===== src/rtl/core/fbfl_pkg.sv =====
package fbfl_pkg;

  // pool geometry
  localparam int unsigned MAX_BLOCKS = 1024;
  localparam int unsigned IDX_W      = $clog2(MAX_BLOCKS);
  localparam int unsigned LINK_W     = IDX_W + 1;
  localparam logic [LINK_W-1:0] NULL_LINK = LINK_W'(MAX_BLOCKS);

  // field widths
  localparam int unsigned OP_W   = 2;
  localparam int unsigned ST_W   = 2;
  localparam int unsigned ADDR_W = 32;
  localparam int unsigned SIZE_W = 16;
  localparam int unsigned CNT_W  = 11;
  localparam int unsigned CIDX_W = 2;

  // operation codes
  localparam logic [OP_W-1:0] OP_ALLOC = 2'd0;
  localparam logic [OP_W-1:0] OP_FREE  = 2'd1;
  localparam logic [OP_W-1:0] OP_RESET = 2'd2;

  // status codes
  localparam logic [ST_W-1:0] ST_OK        = 2'd0;
  localparam logic [ST_W-1:0] ST_EXHAUSTED = 2'd1;
  localparam logic [ST_W-1:0] ST_RANGE     = 2'd2;

  // configuration register indexes
  localparam logic [CIDX_W-1:0] CFG_BASE  = 2'd0;
  localparam logic [CIDX_W-1:0] CFG_BYTES = 2'd1;
  localparam logic [CIDX_W-1:0] CFG_TOTAL = 2'd2;

  // configuration reset values
  localparam logic [ADDR_W-1:0] BASE_RST  = '0;
  localparam logic [SIZE_W-1:0] BYTES_RST = 16'd64;
  localparam logic [CNT_W-1:0]  TOTAL_RST = 11'd1024;

  typedef struct packed {
    logic [ST_W-1:0]   status;
    logic [IDX_W-1:0]  idx;
    logic [ADDR_W-1:0] addr;
    logic [CNT_W-1:0]  free_cnt;
  } res_t;

  // controller to datapath
  typedef struct packed {
    logic accept;
    logic pop;
    logic sweep;
  } cmd_t;

  // datapath to controller
  typedef struct packed {
    logic alloc_go;
    logic sweep_go;
    logic sweep_last;
  } sts_t;

endpackage


===== src/rtl/core/fbfl_ctrl.sv =====
module fbfl_ctrl
  import fbfl_pkg::*;
(
  input  logic clk_i,
  input  logic rst_ni,
  input  logic in_valid_i,
  input  logic q_room_i,
  input  sts_t sts_i,
  output cmd_t cmd_o,
  output logic in_stall_o
);

  localparam logic [1:0] S_SWEEP = 2'd0;
  localparam logic [1:0] S_IDLE  = 2'd1;
  localparam logic [1:0] S_ALLOC = 2'd2;

  logic [1:0] state_q, state_d;
  logic       take;

  assign take       = (state_q == S_IDLE) && q_room_i && in_valid_i;
  assign in_stall_o = !((state_q == S_IDLE) && q_room_i);

  always_comb begin
    state_d      = state_q;
    cmd_o.accept = take;
    cmd_o.pop    = 1'b0;
    cmd_o.sweep  = 1'b0;
    case (state_q)
      S_SWEEP: begin
        cmd_o.sweep = 1'b1;
        if (sts_i.sweep_last) begin
          state_d = S_IDLE;
        end
      end
      S_IDLE: begin
        if (take && sts_i.alloc_go) begin
          state_d = S_ALLOC;
        end else if (take && sts_i.sweep_go) begin
          state_d = S_SWEEP;
        end
      end
      S_ALLOC: begin
        cmd_o.pop = 1'b1;
        state_d   = S_IDLE;
      end
      default: begin
        state_d = S_IDLE;
      end
    endcase
  end

  // power-on starts with the relink sweep
  always_ff @(posedge clk_i or negedge rst_ni) begin
    if (!rst_ni) begin
      state_q <= S_SWEEP;
    end else begin
      state_q <= state_d;
    end
  end

endmodule


===== config.mk =====
export PLATFORM = sky130hd
export DESIGN_NAME = fbfl_ctrl
export DESIGN_NICKNAME = d
export VERILOG_FILES = /design/src/rtl/core/fbfl_pkg.sv /design/src/rtl/core/fbfl_ctrl.sv
export SDC_FILE = /design/constraint.sdc
export NUM_CORES = 1
export LEC_CHECK = 0
export BUFFER_PORTS_ARGS = -buffer_cell sky130_fd_sc_hd__buf_4
export CORE_AREA = 2 2 39 41
export CTS_CLUSTER_SIZE = 30
export DETAILED_ROUTE_END_ITERATION = 16
export DIE_AREA = 0 0 41 43
export SLEW_MARGIN = 30
export SYNTH_ARGS = -nofsm -noshare
export SYNTH_HDL_FRONTEND = slang
export SYNTH_SLANG_ARGS = --single-unit

===== constraint.sdc =====
create_clock -name clk_i -period 2.1 [get_ports clk_i]
set_clock_uncertainty 0.15 [all_clocks]
set_input_delay 0.21 -clock clk_i [delete_from_list [all_inputs] [get_ports clk_i]]
set_output_delay 0.21 -clock clk_i [all_outputs]
set_load 0.005 [all_outputs]

==> metrics.txt <==
status=finished clean; initial core utilization=0.0796; vias in the first global route=118; fmax=0.709 GHz; Setup-failing EPs final=0; Worst EP required=1.74 ns; utilization after layout=0.166; layout cell share with drive strength beyond 1=0.625; Starting DRT DRC Count=8; CP Cell Sequence=and4b_1, buf_4; DR WL/cell=7.48 µm; First-pass DRT Iterations=2; Root Driver=clkbuf_4; largest net degree at the start of global routing=6; clk slew on worst S/H paths=0.03 ns; drc violations=0; fin crit share=0.672; Syn Nets=18; Post-Synthesis Cells=11; Syn-to-layout area delta=109%; die area=1760 µm²; CTS Hold Bufs=1; power per cell area=690 nW/µm²; Routed Antenna Nets=0; Die W=41 µm; port bufs=10; Total Power=159 µW; max-slew violations=0; Synth Area per Inst=10.0 µm²; Hold/Removal Path Class=input pin to flop; Synth cell types=10; Seq/Total Area, Yosys=0.455; crit path DAT=1.05 ns; Clock Path Buffers=2; top flop regs=state_q: 2 flops; Max-Cap Viols=0; gr ovfl total=0; CP peak stage delay=0.39 ns; crit path max-delay cell type=dfrtp_1; CTS sink cnt=2; vias per cell=3.00; final setup TNS=0 ns; DR vias=120; std cell rows=14; RePlAce Congestion=0.482; RSZ-0062 raised after global routing=false; CP Launch Type=flop; setup bufs post-CTS=0; initial antenna violation count=0; global-route wire length before repair=407 µm; CTS tree=done; top post-synthesis cells by area=dfrtp_1, and4b_1, and2b_2, buf_4, nand3b_1; most frequent cells in the layout=buf_4, clkbuf_4, dfrtp_1; Num CTS Buffers=3; critical path type=flop to primary output; most common cell after layout, fill and taps aside=buf_4; ant diodes=0; # resized after CTS=0; Synth area leader=dfrtp_1; GRT Util Overall=0.0461; Most flops, register=state_q; Largest register FFs=2; Tmin final=1.41 ns; synthesized cell area=110 µm²; clk_lat worst skew=0.22 ns; Worst VDD drop=0.0827 mV; Post-Route WL=299 µm; slew at the pin closest to its max-slew limit=0.161 ns; Worst Setup End Kind=primary output; synth warn=0; leakage=0.115 nW; Die Y=43 µm; Core ar.=1380 µm²; final hold violation count=0; Slew Limit Headroom=0.892; Final nets=33; IO Count=11; H-tree Lvls=1; post-synthesis register bit count=2; area share of the largest cell type after synthesis=0.455; CP Max Fanout=5
==> routing by layer <==
layer  share of wire  global-route usage  vias up
met5               0                   0        -
met4               0              0.0800        0
met3            0.23              0.0471        0
met2            0.41              0.0469       10
met1            0.35              0.0319       46
li1                -                   -       64
==> cell type report <==
| class | instances | area [µm²] |
|---|---|---|
| Clock buffer | 3 | 22.5 |
| Timing Repair Buffer | 11 | 85.1 |
| Tap cell | 16 | 20.0 |
| Fill cell | 161 | 1150 |
| Multi-Input combinational cell | 8 | 52.6 |
| Sequential cell | 2 | 50.0 |
==> power breakdown <==
part	switching [mW]	internal [mW]	total, mW
Sequential	0.00300	0.0418	0.0448
Combinational	0.00835	0.0197	0.0281
Clock	0.0229	0.0631	0.0860
Total	0.0343	0.125	0.159
==> metrics by stage <==
| stage | std cells | cell area, µm² | hold WS (ns) | setup slack, ns |
|---|---|---|---|---|
| after floorplan | 11 | 110 | -0.236 | 0.981 |
| after CTS | 40 | 230 | 0.0448 | 0.675 |
| after global routing | 40 | 230 | 0.0631 | 0.622 |
| after detailed placement | 36 | 198 | -0.156 | 0.922 |
| after global placement | 36 | 198 | -0.157 | 0.940 |
| final | 40 | 230 | 0.0554 | 0.689 |
==> path summary, 6_finish.rpt <==
check,cells past startpoint,slack (ns),start,end
max,2,0.69,state_q[1],cmd_o[2]
min,2,0.06,sts_i[2],state_q[1]
max reg2reg,2,1.05,state_q[1],state_q[0]
min reg2reg,2,0.44,state_q[1],state_q[0]
max in group asynchronous,2,1.56,rst_ni,state_q[0]
min in group asynchronous,2,0.15,rst_ni,state_q[1]
==> cells in the mapped netlist <==
library cell  instances
nor2_1                1
and4b_1               1
or2_2                 1
dfrtp_1               2
buf_4                 1
a21oi_1               1
and2_1                1
nor3_1                1
nand3b_1              1
and2b_2               1
==> cell families (layout without fill, tap and decap cells) <==
logic type,Yosys count,in the layout,synth area share
AO/OA/AOI/OAI,1,1,0.0454
buffers and inverters,1,14,0.0682
flip-flops,2,2,0.455
AND/OR/NAND/NOR,7,7,0.432
==> critical path: cells and delay by family, from the launching register on <==
kind / cells / cell delay [ns]
buf+inv: 1 / 0.13
flops: 1 / 0.39
simple gates: 1 / 0.31
No activity file was read; power rests on OpenSTA's default activity.
