==> config.mk <==
export PLATFORM = sky130hd
export DESIGN_NAME = fbfl_outq
export DESIGN_NICKNAME = d
export VERILOG_FILES = /design/src/rtl/core/fbfl_pkg.sv /design/src/rtl/core/fbfl_outq.sv
export SDC_FILE = /design/constraint.sdc
export NUM_CORES = 1
export LEC_CHECK = 0
export ABC_AREA = 1
export BUFFER_PORTS_ARGS = -buffer_cell sky130_fd_sc_hd__buf_4
export CAP_MARGIN = 20
export CORE_MARGIN = 2
export CORE_UTILIZATION = 52
export CTS_CLUSTER_SIZE = 28
export DETAILED_ROUTE_END_ITERATION = 10
export PLACE_DENSITY = 0.86
export SLEW_MARGIN = 20
export SYNTH_ARGS = -nofsm -noshare
export SYNTH_HDL_FRONTEND = slang
export SYNTH_SLANG_ARGS = --single-unit
==> constraint.sdc <==
create_clock -name clk_i -period 4.1 [get_ports clk_i]
set_clock_uncertainty 0.15 [all_clocks]
set_input_delay 0.82 -clock clk_i [delete_from_list [all_inputs] [get_ports clk_i]]
set_output_delay 0.82 -clock clk_i [all_outputs]
set_load 0.01 [all_outputs]
==> src/rtl/core/fbfl_pkg.sv <==
package fbfl_pkg;

  // pool geometry
  localparam int unsigned MAX_BLOCKS = 1024;
  localparam int unsigned IDX_W      = $clog2(MAX_BLOCKS);
  localparam int unsigned LINK_W     = IDX_W + 1;
  localparam logic [LINK_W-1:0] NULL_LINK = LINK_W'(MAX_BLOCKS);

  // field widths
  localparam int unsigned OP_W   = 2;
  localparam int unsigned ST_W   = 2;
  localparam int unsigned ADDR_W = 32;
  localparam int unsigned SIZE_W = 16;
  localparam int unsigned CNT_W  = 11;
  localparam int unsigned CIDX_W = 2;

  // operation codes
  localparam logic [OP_W-1:0] OP_ALLOC = 2'd0;
  localparam logic [OP_W-1:0] OP_FREE  = 2'd1;
  localparam logic [OP_W-1:0] OP_RESET = 2'd2;

  // status codes
  localparam logic [ST_W-1:0] ST_OK        = 2'd0;
  localparam logic [ST_W-1:0] ST_EXHAUSTED = 2'd1;
  localparam logic [ST_W-1:0] ST_RANGE     = 2'd2;

  // configuration register indexes
  localparam logic [CIDX_W-1:0] CFG_BASE  = 2'd0;
  localparam logic [CIDX_W-1:0] CFG_BYTES = 2'd1;
  localparam logic [CIDX_W-1:0] CFG_TOTAL = 2'd2;

  // configuration reset values
  localparam logic [ADDR_W-1:0] BASE_RST  = '0;
  localparam logic [SIZE_W-1:0] BYTES_RST = 16'd64;
  localparam logic [CNT_W-1:0]  TOTAL_RST = 11'd1024;

  typedef struct packed {
    logic [ST_W-1:0]   status;
    logic [IDX_W-1:0]  idx;
    logic [ADDR_W-1:0] addr;
    logic [CNT_W-1:0]  free_cnt;
  } res_t;

  // controller to datapath
  typedef struct packed {
    logic accept;
    logic pop;
    logic sweep;
  } cmd_t;

  // datapath to controller
  typedef struct packed {
    logic alloc_go;
    logic sweep_go;
    logic sweep_last;
  } sts_t;

endpackage

==> src/rtl/core/fbfl_outq.sv <==
module fbfl_outq
  import fbfl_pkg::*;
(
  input  logic clk_i,
  input  logic rst_ni,
  input  logic push_i,
  input  res_t res_i,
  output logic room_o,
  output logic out_valid_o,
  input  logic out_stall_i,
  output res_t res_o
);

  res_t       slot_q [2];
  logic       wr_ptr_q, rd_ptr_q;
  logic [1:0] cnt_q;
  logic       pop;

  assign out_valid_o = (cnt_q != 2'd0);
  assign pop         = out_valid_o && !out_stall_i;
  assign room_o      = (cnt_q != 2'd2) || pop;
  assign res_o       = slot_q[rd_ptr_q];

  always_ff @(posedge clk_i) begin
    if (push_i) begin
      slot_q[wr_ptr_q] <= res_i;
    end
  end

  always_ff @(posedge clk_i or negedge rst_ni) begin
    if (!rst_ni) begin
      wr_ptr_q <= 1'b0;
      rd_ptr_q <= 1'b0;
      cnt_q    <= 2'd0;
    end else begin
      if (push_i) begin
        wr_ptr_q <= !wr_ptr_q;
      end
      if (pop) begin
        rd_ptr_q <= !rd_ptr_q;
      end
      cnt_q <= cnt_q + {1'b0, push_i} - {1'b0, pop};
    end
  end

endmodule

==> impl_metrics.ini, run 1 <==
[timing]
setup_viol = 0
period_needed_ns = 2.933
rsz0062_at_grt = false
timing.setup.tns_ns = 0
finalHoldViolCount = 0
max-slew-margin-rel_pct = 35.61
slew_viol_final = 0
clock.fmax_mhz = 341.0
worst_pin_slew_ns = 0.9645
layout_worst_path_cycle_share_pct = 71.54

[critical_path]
reg2reg_to = slot_q[1][51]
crit_slowest_cell = inv_2
cp_cell_sequence = inv_2 > nand2_1 > nand2_1 > buf_4
worstPathMaxFanout = 56
worst-r2r-setup-slack_ns = 2.15
path_buf_inv = 2
worstPathRequired_ns = 3.13
r2r_start = wr_ptr_q
worstSetupEndpointType = output pin
critPathTopFamily = buffers and inverters
cpPeakStageDelay_ns = 0.70
rr_worst_depth = 3
cpMostUsedCell = nand2_1
startpoint_type = register
crit_arrival_ns = 1.96
setup.worst_path.class = register to output pin

[logic_synthesis]
syn_avg_cell_area_um2 = 13.41
syn_inst = 318
netlist_area_um2 = 4265
synthSimpleGateAreaFrac_pct = 15.84
syn_nets = 379
synth_top_family_by_area = simple AND/OR/NAND/NOR gates
synth_mux_area_share_pct = 0
synth-adder-area-share_pct = 0.5867
ys_seq_area_share_pct = 79.79
yosys_warnings = 0
synth_xor_xnor_area_share_pct = 0.2053
ys_types = 12
synth-compound-area-share_pct = 0
ys_ff_latch = 114

[route]
viasPerCell = 4.774
via_count = 2678
drt-pass1-iter-count = 4
drc_errors = 0
routed_wl_mm = 7.814
ant_nets = 0
routedWlPerCell_um = 13.93
drt_iter0_drc = 121

[pwr]
seq_power_share_pct = 37.6
p_total_w = 0.004287
max-vdd-ir-drop_mv = 0.4840
p_leak_nw = 2.518
pwr-share-comb_pct = 30.2
switching_share_pct = 30.01
p_sw_w = 0.001286
clockPowerShare_pct = 32.1
internal_power_w = 0.003001
powerDensity_nw_per_um2 = 744.1

[global_route]
grt_overflow = 0
grt_pass1_vias = 2674
grt_pass1_wl_mm = 12.09
antenna_found_initial = 0
track_usage_pct = 18.49
grt_max_degree = 57

[clock_network]
htreeDepth = 4
cts_tree = done
postCtsSetupBuffers = 0
clock-sinks = 114
clock_latency_ns = 0.48
clockRootBuffer = clkbuf_8
cts_buffer_depth = 2
path_clk_slew_ns = 0.05
numCtsBuffers = 17

[floorplanning]
core-area_um2 = 8093
die_w_um = 94.57
fp.dieH_um = 94.57
initial_utilization_pct = 52.71
std_cell_rows = 33
die_area_um2 = 8943
ios = 116

[cells_and_area]
antenna_cells = 0
areaGrowthSynthToFinish_pct = 35.08
drive_above_1_share_pct = 32.68
final_cell_mix = nand2_1, buf_4, edfxtp_1
layout.nets = 505
fillCellCount = 562
final_common_cell = nand2_1

[job]
cap_violations = 0

[min_path]
min-delay-start = res_i[16]
hold_path_depth = 1
hp-class = input pin to register
hold_end = slot_q[0][16]

[placed_design]
dp_hpwl_mm = 4.967
io_buffers = 115
place_congestion = 0.6715

[outcome]
status = finished, final reports clean
[cell families (layout without fill, tap and decap cells)]
group                    Yosys count  after routing
buffers and inverters             22            160
flip-flops                       114            114
XOR/XNOR                           1              1
adder cells (fa/ha/maj)            2              2
AND/OR/NAND/NOR                  179            179
[power groups by stage]
stage | clock (W) | sequential, W | combinational, W
after floorplan | 0 | 0.00163 | 0.000748
after global placement | 0 | 0.00162 | 0.00129
after detailed placement | 0 | 0.00164 | 0.00132
after CTS | 0.00140 | 0.00161 | 0.00132
after global routing | 0.00146 | 0.00163 | 0.00144
final | 0.00138 | 0.00161 | 0.00130
[timing repair]
action                    4_1_cts  5_1_grt
hold endpoints to repair        4        0
hold buffers                    1        0
resized for setup               0        0
[routing by layer]
| metal | GRT usage [%] | vias to the layer above | part of all wire, % |
|---|---|---|---|
| met4 | 9.300 | 0 | 1.1 |
| met3 | 5.108 | 9 | 5.7 |
| met1 | 21.06 | 1247 | 40 |
| met2 | 32.08 | 108 | 53 |
| li1 | - | 1314 | - |
| met5 | 0 | - | 0 |
[Yosys cell counts, drive strengths merged]
library cell,number,area share (%)
dfrtp,4,2.3
nand2,175,15
nor2,1,0.088
buf,12,2.7
ha,2,0.59
xor2,1,0.21
nand3,3,0.35
inv,10,0.88
edfxtp,110,77
[how the worst max path moves through the flow]
stage | startpoint | to | slack (ns) | depth (start not counted)
final | rd_ptr_q | res_o[39] | 1.17 | 4
after global placement | rd_ptr_q | res_o[35] | 1.65 | 4
after global routing | rd_ptr_q | res_o[21] | 0.94 | 4
after CTS | rd_ptr_q | res_o[39] | 1.12 | 4
after detailed placement | rd_ptr_q | res_o[39] | 1.64 | 4
after floorplan | push_i | slot_q[0][0] | 0.31 | 2
[state kept, by name, indices dropped and copies added (netlist names)]
name      flops
cnt_q         2
rd_ptr_q      1
slot_q      110
wr_ptr_q      1
[through the flow]
step	utilization (%)	hold WS, ns	instance area [µm²]	std cells	worst slack, ns
3_3_place_gp	64.12	0.3811	5189	529	1.650
5_1_grt	71.20	0.3328	5762	561	0.9393
2_1_floorplan	-	0.3134	4265	318	0.3121
4_1_cts	71.20	0.3373	5762	561	1.115
3_5_place_dp	64.12	0.3915	5189	529	1.636
6_report	71.20	0.3655	5762	561	1.167
[final cells by class]
class | count | area (µm²) | area share, %
Inverter | 10 | 37.54 | 0.6515
Sequential cell | 114 | 3405 | 59.09
Clock buffer | 20 | 425.4 | 7.383
Timing Repair Buffer | 119 | 908.4 | 15.77
Clock inverter | 11 | 137.6 | 2.389
Multi-Input combinational cell | 182 | 716.9 | 12.44
Tap cell | 105 | 131.4 | 2.280
Power figures use the tool's default switching activity.
==> run 2: changes to the inputs <==
--- a/config.mk
+++ b/config.mk
@@ -5,14 +5,14 @@
 export SDC_FILE = /design/constraint.sdc
 export NUM_CORES = 1
 export LEC_CHECK = 0
-export ABC_AREA = 1
+export ABC_AREA = 0
 export BUFFER_PORTS_ARGS = -buffer_cell sky130_fd_sc_hd__buf_4
 export CAP_MARGIN = 20
 export CORE_MARGIN = 2
-export CORE_UTILIZATION = 52
+export CORE_UTILIZATION = 47
 export CTS_CLUSTER_SIZE = 28
 export DETAILED_ROUTE_END_ITERATION = 10
-export PLACE_DENSITY = 0.86
+export PLACE_DENSITY = 0.82
 export SLEW_MARGIN = 20
 export SYNTH_ARGS = -nofsm -noshare
 export SYNTH_HDL_FRONTEND = slang
==> constraint.sdc (replaced) <==
create_clock -name clk_i -period 2.5 [get_ports clk_i]
set_clock_uncertainty 0.15 [all_clocks]
set_input_delay 0.5 -clock clk_i [delete_from_list [all_inputs] [get_ports clk_i]]
set_output_delay 0.5 -clock clk_i [all_outputs]
set_load 0.01 [all_outputs]
==> run 2 against run 1 <==
Against the previous run: combinational power increased by 70%; synthesized cell count decreased by 41%; die area increased by 12%; area after synthesis increased by 1.7%; clock-buffer cell count unchanged; power increased by 64%; global-route usage decreased by 3.7 points; non-clock buffer count increased by 3; critical path depth decreased by 1; final area increased by 2.8%; worst setup slack got worse by 1.1 ns; highest routed layer unchanged.
==> impl_metrics.ini, run 2 <==
[route]
via_count = 2161
ant_nets = 0
drt_iter0_drc = 33
routedWlPerCell_um = 16.13
viasPerCell = 4.824
drc_errors = 0
drt-pass1-iter-count = 4
routed_wl_mm = 7.228

[floorplanning]
fp.dieH_um = 100.1
die_area_um2 = 10010
std_cell_rows = 35
initial_utilization_pct = 47.61
die_w_um = 100.1
ios = 116
core-area_um2 = 9109

[logic_synthesis]
netlist_area_um2 = 4337
ys_types = 15
syn_inst = 189
ys_ff_latch = 114
synth_top_area_cell = edfxtp_1
async_flop_share_pct = 3.509
yosys_warnings = 0
synth_ff_type = edfxtp_1
syn_nets = 250
yosysMostFrequentCell = edfxtp_1
syn_avg_cell_area_um2 = 22.95
ys_seq_area_share_pct = 78.48
synth_top_area_share_pct = 76.17
netlist_top_cells_area = edfxtp_1, mux2_4, mux2_2, dfrtp_1, buf_6
synthTopCellsByCount = edfxtp_1, mux2_4, mux2_2
synth-edff-count = 110

[placed_design]
place_congestion = 0.6643
dp_hpwl_mm = 4.592
io_buffers = 115

[critical_path]
setup.worst_path.class = register to output pin
cpPeakStageDelay_ns = 0.51
cp_cell_sequence = clkbuf_16 > mux2_4 > buf_4
crit_start = rd_ptr_q
crit_slowest_cell = dfrtp_4
path_buf_inv = 2
r2r_start = cnt_q[1]
crit_arrival_ns = 1.73
worstSetupEndpointType = output pin
startpoint_type = register
critPathTopFamily = flip-flops
worstPathRequired_ns = 1.85
worstPathMaxFanout = 28

[global_route]
globalRouteMet2Util_pct = 26.30
grt_max_degree = 57
antenna_found_initial = 0
grt_util_met3_pct = 6.546
grt_use_met1_pct = 15.61
grt_pass1_wl_mm = 10.87
grt_pass1_vias = 2319
track_usage_pct = 14.84
grt_overflow = 0
busiest_layer = met2

[clock_network]
htreeDepth = 4
clockRootBuffer = clkbuf_8
numCtsBuffers = 17
cts_tree = done
clock-sinks = 114
cts_buffer_depth = 2
path_clk_slew_ns = 0.06
clock_latency_ns = 0.49

[pwr]
p_leak_nw = 2.388
powerDensity_nw_per_um2 = 1186
max-vdd-ir-drop_mv = 0.5587
p_total_w = 0.007028

[cells_and_area]
antenna_cells = 0
final_util_pct = 65.04
largest_reg_flops = 110
fillCellCount = 657
areaGrowthSynthToFinish_pct = 36.61
drive_above_1_share_pct = 61.72
final_cell_mix = buf_4, edfxtp_1, mux2_4
top_register = slot_q
layout.nets = 385
final_common_cell = buf_4
reg_top3 = slot_q: 110 flops, cnt_q: 2 flops

[timing]
whs_ns = 0.03884
slew_viol_final = 0
setup_viol = 0
layout_worst_path_cycle_share_pct = 95.36
finalHoldViolCount = 0
clock.fmax_mhz = 419.5
period_needed_ns = 2.384
rsz0062_at_grt = false
timing.setup.tns_ns = 0
max-slew-margin-rel_pct = 68.09
worst_pin_slew_ns = 0.4787

[min_path]
hp-class = input pin to register
min-delay-start = res_i[30]

[job]
cap_violations = 0

[outcome]
status = finished, final reports clean
## run 2: cell types whose count changed after synthesis, sizes merged
cell	previous run	this run
and2	0	1
nor2	1	0
mux2	0	55
nor2b	0	1
xnor2	0	3
buf	12	6
nand3	3	1
nand2	175	0
or2	0	1
inv	10	3
o21bai	0	1
## run 2: final timing paths
check	endpoint	slack (ns)	cells after the start
setup / recovery	res_o[43]	0.12	3
setup reg to reg	cnt_q[1]	0.72	7
max in group asynchronous	rd_ptr_q	1.89	2
hold / removal	slot_q[0][30]	0.04	1
hold reg to reg	wr_ptr_q	0.39	1
min in group asynchronous	cnt_q[1]	0.20	2
## run 2: kinds of logic (layout without fill, tap and decap cells)
| logic type | count (synthesis) | in the layout | share of synthesized area, % |
|---|---|---|---|
| AOI/OAI and AO/OA | 1 | 1 | 0.1732 |
| adders and majority gates | 2 | 2 | 0.5769 |
| and+or+nand+nor | 4 | 4 | 0.5483 |
| xor gates and xnor gates | 4 | 4 | 0.8080 |
| buffers and inverters | 9 | 157 | 1.673 |
| DFF | 114 | 114 | 78.48 |
| muxes | 55 | 55 | 17.74 |
## run 2: metal layers
layer  share of wire [%]  up-vias
met5                   0        -
met2                  54       76
met4                0.66        0
li1                    -     1014
met1                  39     1064
met3                 6.1        7
## run 2: final cells by class
class | count | area, µm² | area share, %
repair buffers | 122 | 955.9 | 16.14
multi-input cells | 66 | 869.6 | 14.68
clock inverters | 12 | 116.4 | 1.964
inverters | 3 | 11.26 | 0.1901
well taps | 111 | 138.9 | 2.344
flip-flops and latches | 114 | 3407 | 57.51
clock buffers | 20 | 425.4 | 7.181
## run 2: where the power goes
part,total [W],switching [W],internal (W)
combinational,0.00221,0.000967,0.00124
sequential,0.00267,0.000121,0.00255
clock,0.00215,0.000754,0.00140
total,0.00703,0.00184,0.00519
## run 2: through the flow
step | cell area [µm²] | setup slack (ns) | std cells
floorplan | 4344 | 0.1278 | 189
global placement | 5340 | 0.5615 | 414
detailed placement | 5340 | 0.5419 | 414
CTS | 5892 | 0.008560 | 447
global route | 5924 | 0.06429 | 448
finish | 5924 | 0.1161 | 448
## run 2: timing repair
action | in CTS | in global routing
endpoints found under the hold margin | 4 | 0
setup endpoints to repair | 0 | 15
hold buffers | 1 | 0
gates resized for setup | 0 | 1
setup buffers | 0 | 0
## run 2: worst register-to-register path, stage by stage (launching register included)
cell and delay [ns]:
dfrtp_1 0.41, o21bai_1 0.24, inv_1 0.08, ha_1 0.27, inv_1 0.04, ha_1 0.18
xnor2_1 0.19, xnor2_1 0.14
==> run 3: changes to the inputs <==
--- a/config.mk
+++ b/config.mk
@@ -9,10 +9,10 @@
 export BUFFER_PORTS_ARGS = -buffer_cell sky130_fd_sc_hd__buf_4
 export CAP_MARGIN = 20
 export CORE_MARGIN = 2
-export CORE_UTILIZATION = 47
+export CORE_UTILIZATION = 52
 export CTS_CLUSTER_SIZE = 28
 export DETAILED_ROUTE_END_ITERATION = 10
-export PLACE_DENSITY = 0.82
+export PLACE_DENSITY = 0.86
 export SLEW_MARGIN = 20
 export SYNTH_ARGS = -nofsm -noshare
 export SYNTH_HDL_FRONTEND = slang
==> constraint.sdc (replaced) <==
create_clock -name clk_i -period 2.4 [get_ports clk_i]
set_clock_uncertainty 0.15 [all_clocks]
set_input_delay 0.48 -clock clk_i [delete_from_list [all_inputs] [get_ports clk_i]]
set_output_delay 0.48 -clock clk_i [all_outputs]
set_load 0.01 [all_outputs]
==> run 3 against run 2 <==
Against the previous run: clock power increased by 14%; final area up 8.6%; clock-buffer cell count shrank 1; register-to-register slack worse by 0.14 ns; die area shrank 9.2%; core utilization is 14 points higher; combinational power is 8% higher; critical endpoint is now res_o[4].
==> impl_metrics.ini, run 3 (synthesis results as in run 2) <==
[outcome]
status = finished, final reports clean

[clock_network]
clockRootBuffer = clkbuf_8
clock_latency_ns = 0.49
path_clk_slew_ns = 0.06
cts_buffer_depth = 2
cts_tree = done
numCtsBuffers = 17
clock-sinks = 114
htreeDepth = 4

[timing]
whs_ns = 0.03109
timing.setup.tns_ns = 0
slew_viol_final = 0
worst_pin_slew_ns = 0.4187
finalHoldViolCount = 0
max-slew-margin-rel_pct = 72.09
clock.fmax_mhz = 429.2
layout_worst_path_cycle_share_pct = 97.09
setup_viol = 0
period_needed_ns = 2.330
rsz0062_at_grt = false

[floorplanning]
initial_utilization_pct = 53.31
fp.dieH_um = 95.32
ios = 116
die_area_um2 = 9086
core-area_um2 = 8134
std_cell_rows = 33
die_w_um = 95.32

[min_path]
hp-class = input pin to register
min-delay-start = res_i[13]
hold_end = slot_q[0][13]
hold_path_depth = 1

[placed_design]
io_buffers = 115
postPlaceCellArea_um2 = 5365
dp_hpwl_mm = 4.935
place_congestion = 0.6612

[route]
ant_nets = 0
viasPerCell = 4.930
drt-pass1-iter-count = 4
routed_wl_mm = 8.282
via_count = 2406
drc_errors = 0
routedWlPerCell_um = 16.97
drt_iter0_drc = 73

[cells_and_area]
final_cell_mix = buf_4, edfxtp_1, dlygate4sd3_1
finalInstanceArea_um2 = 6431
final_common_cell = buf_4
largest_reg_flops = 110
layout.nets = 432
final_util_pct = 79.06
areaGrowthSynthToFinish_pct = 48.30
reg_top3 = slot_q: 110 flops, cnt_q: 2 flops
top_register = slot_q
antenna_cells = 0
drive_above_1_share_pct = 54.83

[job]
cap_violations = 0

[critical_path]
crit_slowest_cell = dfrtp_4
r2r_start = cnt_q[1]
worstSetupEndpointType = output pin
cpPeakStageDelay_ns = 0.47
cp_cell_sequence = buf_12 > mux2_2 > buf_4
startpoint_type = register
setup.worst_path.class = register to output pin
worst-r2r-setup-slack_ns = 0.58
rr_worst_depth = 7
reg2reg_to = cnt_q[1]
worstPathRequired_ns = 1.77
crit_arrival_ns = 1.70
worstPathMaxFanout = 25

[global_route]
antenna_found_initial = 0
globalRouteMet2Util_pct = 30.58
busiest_layer = met2
grt_pass1_wl_mm = 11.32
grt_overflow = 0
grt_max_degree = 34
track_usage_pct = 17.51
grt_util_met3_pct = 7.273
grt_pass1_vias = 2347
grt_use_met1_pct = 18.43

[pwr]
powerDensity_nw_per_um2 = 1189
max-vdd-ir-drop_mv = 0.6153
p_total_w = 0.007649
p_leak_nw = 2.614
## run 3: cell types whose count changed in the layout (fill, tap and decap cells not counted), sizes merged
cell         delta
clkbuf          -2
bufinv          +2
dlygate4sd3    +45
buf             +3
clkinvlp        -2
## run 3: worst max-delay path by stage
| stage | from | end | depth (start not counted) |
|---|---|---|---|
| 2_1_floorplan | push_i | slot_q[1][0] | 1 |
| 3_3_place_gp | rd_ptr_q | res_o[1] | 3 |
| 3_5_place_dp | rd_ptr_q | res_o[47] | 3 |
| 4_1_cts | rd_ptr_q | res_o[47] | 3 |
| 5_1_grt | rd_ptr_q | res_o[51] | 3 |
| 6_report | rd_ptr_q | res_o[4] | 3 |
## run 3: final cells by class
class                      instances  area, µm²
clock buffer                      19      421.7
clock inverter                    12      165.2
fill                             446       1703
inverter                           3      11.26
multi-input combinational         66      873.3
sequential                       114       3407
tap                              105      131.4
timing repair buffer             169       1421
## run 3: timing repair
item / in CTS / in global routing
setup endpoints to repair: 44 / 1
setup buffers: 2 / 0
hold endpoints to repair: 12 / 79
gates resized for setup: 0 / 1
hold buffers: 5 / 41
## run 3: per-stage QoR
step           instances  setup slack [ns]
2_1_floorplan        189           0.04777
3_3_place_gp         409            0.4462
3_5_place_dp         409            0.4390
4_1_cts              447           0.05580
5_1_grt              488          0.002082
6_report             488           0.06988
## run 3: critical path, delay by kind of cell (launching register included)
| kind | cells | cell delay [ns] |
|---|---|---|
| mux | 1 | 0.36 |
| buf+inv | 2 | 0.37 |
| flops | 1 | 0.47 |
## run 3: routing by layer
layer | vias up | part of all wire, % | wire (µm)
li1 | 1106 | - | -
met1 | 1202 | 37 | 3084
met2 | 86 | 55 | 4591
met3 | 12 | 6.1 | 502
met4 | 0 | 1.3 | 104
met5 | - | 0 | 0
## run 3: power breakdown
part / total (W) / leakage [nW] / internal [W] / switching, W
logic: 0.00239 / 1.25 / 0.00136 / 0.00103
registers: 0.00280 / 1.08 / 0.00266 / 0.000140
clock network: 0.00246 / 0.289 / 0.00167 / 0.000798
